$ cat src/hw/rtl/strq_pkg.sv
package strq_pkg;

  localparam int STAMP_W   = 32;
  localparam int FILL_W    = 7;
  localparam int DEPTH_DEF = 64;

  typedef enum logic [1:0] {
    FN_INSERT = 2'd0,
    FN_REMOVE = 2'd1,
    FN_CLEAR  = 2'd2,
    FN_NOP    = 2'd3
  } func_t;

  typedef enum logic [1:0] {
    ST_DONE     = 2'd0,
    ST_DISABLED = 2'd1,
    ST_EMPTY    = 2'd2,
    ST_FULL     = 2'd3
  } status_t;

  localparam logic [STAMP_W-1:0] STAMP_NONE = '1;  // -1
  localparam logic [STAMP_W-1:0] STAMP_ZERO = '0;

  // Broadcast control from the top level to every cell of the chain.
  typedef struct packed {
    logic               ins;
    logic               rem;
    logic [STAMP_W-1:0] stamp;
  } cell_ctl_t;

endpackage

$ cat src/hw/rtl/strq_cell.sv
module strq_cell (
  input  logic                            clk,
  input  strq_pkg::cell_ctl_t             ctl,
  input  logic                            occupied,
  input  logic                            left_take,
  input  logic [strq_pkg::STAMP_W-1:0]    left_entry,
  input  logic [strq_pkg::STAMP_W-1:0]    right_entry,
  output logic                            take,
  output logic [strq_pkg::STAMP_W-1:0]    entry
);
  import strq_pkg::*;

  // An empty cell always takes; held stamps stay ascending, so the take
  // flags form a step along the chain: zeros, then ones.
  assign take = !occupied || ($signed(ctl.stamp) < $signed(entry));

  always_ff @(posedge clk) begin
    if (ctl.ins) begin
      if (left_take) begin
        entry <= left_entry;
      end else if (take) begin
        entry <= ctl.stamp;
      end
    end else if (ctl.rem) begin
      entry <= right_entry;
    end
  end

endmodule

$ cat config.mk
export PLATFORM = sky130hd
export DESIGN_NAME = strq_cell
export DESIGN_NICKNAME = d
export VERILOG_FILES = /design/src/hw/rtl/strq_pkg.sv /design/src/hw/rtl/strq_cell.sv
export SDC_FILE = /design/constraint.sdc
export NUM_CORES = 1
export LEC_CHECK = 0
export BUFFER_PORTS_ARGS = -buffer_cell sky130_fd_sc_hd__buf_2
export CAP_MARGIN = 20
export CORE_ASPECT_RATIO = 0.5
export CORE_MARGIN = 4
export CORE_UTILIZATION = 42
export CTS_BUF_LIST = sky130_fd_sc_hd__clkbuf_8
export DETAILED_ROUTE_END_ITERATION = 6
export GPL_TIMING_DRIVEN = 1
export HOLD_SLACK_MARGIN = 0.08
export PLACE_DENSITY = 0.8
export SKIP_LAST_GASP = 1
export SYNTH_ARGS = -nofsm -noshare
export SYNTH_HDL_FRONTEND = slang
export SYNTH_SLANG_ARGS = --single-unit
$ cat constraint.sdc
create_clock -name clk -period 3.9 [get_ports clk]
set_input_delay 0.78 -clock clk [delete_from_list [all_inputs] [get_ports clk]]
set_output_delay 0.78 -clock clk [all_outputs]
set_load 0.01 [all_outputs]
=== Yosys cells after proc, flatten, opt, wreduce, memory -nomap -nowiden ===
Index checks and enable logic that the tools add are counted.

* Reduce and logical (&&, ||, !) cells: 4
* Multiplexer cells: 4
* Equal/unequal tests: 1
* $lt $le $gt $ge: 1

{| class="wikitable"
|+ Operators with widths
! cell !! count
|-
| $mux W32 || 4
|-
| $lt A32 B32 Y1 || 1
|-
| $ne A3 B1 Y1 const B || 1
|-
| $reduce_and A2 Y1 || 1
|-
| $reduce_bool A2 Y1 || 1
|-
| $logic_not A1 Y1 || 1
|-
| $logic_or A1 B1 Y1 || 1
|}

* Input bits: 101
* Word-level logic and storage cells: 11
* Register bits after elaboration: 32
* Output and inout bits: 33

=== Longest topological paths before layout ===
* Depth after elaboration: 5
* Gate-level depth with buffers: 9
* Gate-level depth less buffers: 9

=== Worst setup path before layout ===
OpenSTA, ideal clock, no wires.

* Kind: input-to-reg
* Start point: in ctl[30] (netlist bit)
* End point: reg entry[0] (netlist bit) (enable)
* Path slack: -215 ps
* Arrival: 3683 ps
* Setup time: 432 ps
* Data required time: 3468 ps
* Cell stages on the path: 8
* Path buffers: 0
* Cell sequence: ha_1 a21oi_2 nand2_1 a221o_1 a311oi_1 o31a_1 xor2_1 a21oi_1

* Word-level cells in the longest chain between the ends: 4

{| class="wikitable"
|+ RTL lines
! element !! RTL line !! text
|-
| start: declaration || strq_cell.sv:3 || <nowiki>input strq_pkg::cell_ctl_t ctl,</nowiki>
|-
| $lt A32 B32 Y1 || strq_cell.sv:15 || <nowiki>assign take = !occupied || ($signed(ctl.stamp) < $signed(entry));</nowiki>
|-
| $logic_or A1 B1 Y1 || strq_cell.sv:15 ||
|-
| $ne A3 B1 Y1 (no line) || -- ||
|-
| $reduce_and A2 Y1 (no line) || -- ||
|-
| end signal: assignment || strq_cell.sv:20 || <nowiki>entry <= left_entry;</nowiki>
|-
| end signal: assignment || strq_cell.sv:22 || <nowiki>entry <= ctl.stamp;</nowiki>
|-
| end signal: assignment || strq_cell.sv:25 || <nowiki>entry <= right_entry;</nowiki>
|-
| end: declaration || strq_cell.sv:9 || <nowiki>output logic [strq_pkg::STAMP_W-1:0] entry</nowiki>
|}

Every way passes these cells.
A chain may end at the register's enable or synchronous reset.

=== Worst setup path in the final report ===
* Start point: in ctl[2] (netlist bit)
* End point: out take

* Word-level cells in the longest chain between the ends: 2

{| class="wikitable"
|+ RTL lines
! element !! RTL line !! text
|-
| $lt A32 B32 Y1 || strq_cell.sv:15 ||
|-
| $logic_or A1 B1 Y1 || strq_cell.sv:15 ||
|-
| end: declaration || strq_cell.sv:8 || <nowiki>output logic take,</nowiki>
|}

Every way passes these cells.

==> out/metrics.csv <==
metric,value,unit
status,"finished, final reports clean",
GRT met1 Usage,20.4,%
met2 Usage GRT,33.8,%
f_max,281,MHz
worst relative slew slack,64.1,%
R2R setup slack,1.12,ns
register area,961,um2
"Clk pin slew, worst setup/hold paths",0.07,ns
Crit Path Class,in -> out,
Via-to-Cell Ratio,4.85,
area grow syn2layout,34.9,%
die width,115,um
top flop regs,entry (32),
fin crit period,3.56,ns
"Seq/Total Area, Yosys",40.0,%
Core Area,0.00552,mm2
largest family of logic cells by synthesized area,adder cells,
grt met3 use,3.83,%
CP max stage delay,0.31,ns
setup repair bufs after CTS,0,
Max Fanout on Critical Path,2,
io pins,134,
Final period util,91.3,%
Sink Count,32,
routed length per instance,13.8,um
Resize count post-CTS,0,
proportion of synthesized area in mux cells,13.3,%
Initial Utilization,43.5,%
cts bufs inserted,5,
Critical Path Sink,take,
placed cell areas,0.00316,mm2
Mapped Avg Cell Area,9.49,um2
Synth warnings,0,
Yosys cell types,24,
count of input and output buffers,133,
Clock Skews,0.00832,ns
HP Class,in -> reg,
R2R Path End,entry[2]$_DFFE_PP_,
CTS Hold Bufs,0,
number of flip-flops under the largest register name,32,
share of layout cells above drive strength 1,37.0,%
initial drt markers,56,
CP required,3.12,ns
RSZ-0062 raised after global routing,false,
Crit. Startpoint,ctl[2],
Syn Inst Count,253,
CTS root buf,clkbuf_8,
reg2reg start,entry[2]$_DFFE_PP_,
CP max stage cell,a211oi_1,
max cap viols,0,
DP Wirelength,5210,um
synthesized area,0.00240,mm2
WL final,6320,um
Adder-Cell Fraction of Synth Area,16.2,%
simple-gate share of the synthesized area,9.74,%
setup violators final,0,
pin count of the biggest net entering global routing,35,
CP dominant cell by count,buf_2,
Synth Area in XOR/XNOR,0.365,%
CTS tree,built,
setup TNS,0,ns
die height,61.5,um
global-route layer with the greatest usage,met2,
CTS Buffer Depth,2,
Final Instance Area,0.00324,mm2
Synth Area in Compound Gates,13.7,%
antenna violations before repair,0,
DRC viols,0,
gpl congestion,0.783,
Die ar.,0.00706,mm2
Crit. End Element,output port,
total number of H-tree levels,2,
total global routing overflow,0,
vias in the first global route,2186,
Post-DRT Antenna Nets,0,
Leak,0.00172,uW
Fin. Hold Viols,0,
vias,2226,
Critical Path AT,2.78,ns
Slew @ Worst Pin,0.539,ns
Total GRT Usage,17.7,%
CP cell instances,buf_2 -> ha_1 -> a211o_1 -> a31oi_1 -> o221ai_1 -> a211oi_1 -> o31a_1 -> xor2_1 -> nand2_1 -> buf_2,
Clock Latency Late Sink,0.28,ns
pwr/cell area,309,mW/mm2
R2R depth,10,
Peak VDD IR,0.000182,V
first-pass GRT wire length,9820,um
area of the multi-input gates,0.00129,mm2
Biggest register,entry,
ant diodes,0,
fillers,515,
number of synthesized register bits,32,
Synthesized Nets,385,
num rows,19,
nets@finish,517,
Final Max Slew Viols,0,
drt first pass iters,4,
crit start category,input port,
==> how the worst min path moves through the flow <==
stage	start	end	slack (ns)	cells after the start
finish	right_entry[0]	entry[0]$_DFFE_PP_	0.81	3
global route	right_entry[25]	entry[25]$_DFFE_PP_	0.82	3
CTS	right_entry[10]	entry[10]$_DFFE_PP_	0.81	3
detailed placement	right_entry[30]	entry[30]$_DFFE_PP_	1.10	3
global placement	right_entry[22]	entry[22]$_DFFE_PP_	1.09	3
floorplan	right_entry[30]	entry[30]$_DFFE_PP_	1.01	2
==> where the power goes <==
part / total (uW) / switching [uW] / leakage (uW) / internal (uW)
sequential: 444 / 17.3 / 0.000317 / 427
combinational: 315 / 169 / 0.00136 / 145
clock: 243 / 124 / 0.0000482 / 119
total: 1000 / 311 / 0.00172 / 691
==> cells in the final DEF, fill, tap and decap left out <==
master    Yosys  routed
a211oi_1      1       1
a31oi_1       1       1
o21ai_0       4       4
a21o_1        2       2
and4_1        1       1
clkbuf_8      0       5
nand2b_1      1       1
buf_12        0       1
o31a_1        1       1
a311oi_1      1       1
ha_1         31      31
xor2_1        1       1
a21oi_4       0       1
nor2_1       37      37
a211o_1       1       1
o221ai_1      1       1
mux2i_1      32      32
a221o_1       1       1
nand2_1       9       9
a21oi_1      45      44
clkinv_1      0       1
a21oi_2       1       1
inv_1        31      33
nand3_1       3       3
buf_4         0       2
buf_2         3     133
nand4_1       5       5
edfxtp_1     32      32
==> stage by stage <==
step,power [uW],utilization (%),std cells,setup slack [ns],hold WS (ns)
floorplan,628,-,253,0.424,1.01
global placement,758,57.3,451,0.378,1.09
detailed placement,768,57.3,451,0.333,1.10
CTS,1010,58.7,459,0.322,0.807
global route,1070,58.7,459,0.202,0.823
finish,1000,58.7,459,0.337,0.813
==> synth_stat cells, drive strengths merged <==
master | count | area share [%]
inv | 31 | 4.8
a211oi | 1 | 0.31
o21ai | 4 | 0.83
ha | 31 | 16
a311oi | 1 | 0.36
and4 | 1 | 0.36
a21o | 2 | 0.63
o31a | 1 | 0.36
nor2 | 37 | 5.8
a21oi | 46 | 9.7
mux2i | 32 | 13
buf | 3 | 0.63
nand2 | 9 | 1.4
a31oi | 1 | 0.26
xor2 | 1 | 0.36
nand3 | 3 | 0.63
nand4 | 5 | 1.3
o221ai | 1 | 0.36
a221o | 1 | 0.42
a211o | 1 | 0.36
nand2b | 1 | 0.26
edfxtp | 32 | 40
clkbuf | 8 | 1.3
==> layout make-up <==
class	count	share of cell area, %
Multi-Input combinational cell	179	39.8
Sequential cell	32	29.7
Inverter	31	3.59
Clock buffer	5	2.12
Tap cell	73	2.82
Clock inverter	3	0.348
Timing Repair Buffer	136	21.6
==> routing by layer <==
layer  routed length [um]  share of wire (%)  up-vias
met2                 3380                 54       46
li1                     -                  -     1168
met4                   61               0.97        0
met3                  270                4.3        7
met5                    0                  0        -
met1                 2610                 41     1005
==> kinds of logic after synthesis <==
family / after synthesis
flops: 32
compound gates: 59
mux: 32
fa+ha+maj: 31
simple gates: 56
buf+inv: 42
xor+xnor: 1
==> critical path, delay by kind of cell <==
family,cells,cell delay [ns]
AO/OA/AOI/OAI,5,1.10
adder cells (fa/ha/maj),1,0.30
XOR/XNOR,1,0.27
AND/OR/NAND/NOR,1,0.08
buffers and inverters,2,0.26
No activity file was read; power rests on OpenSTA's default activity.
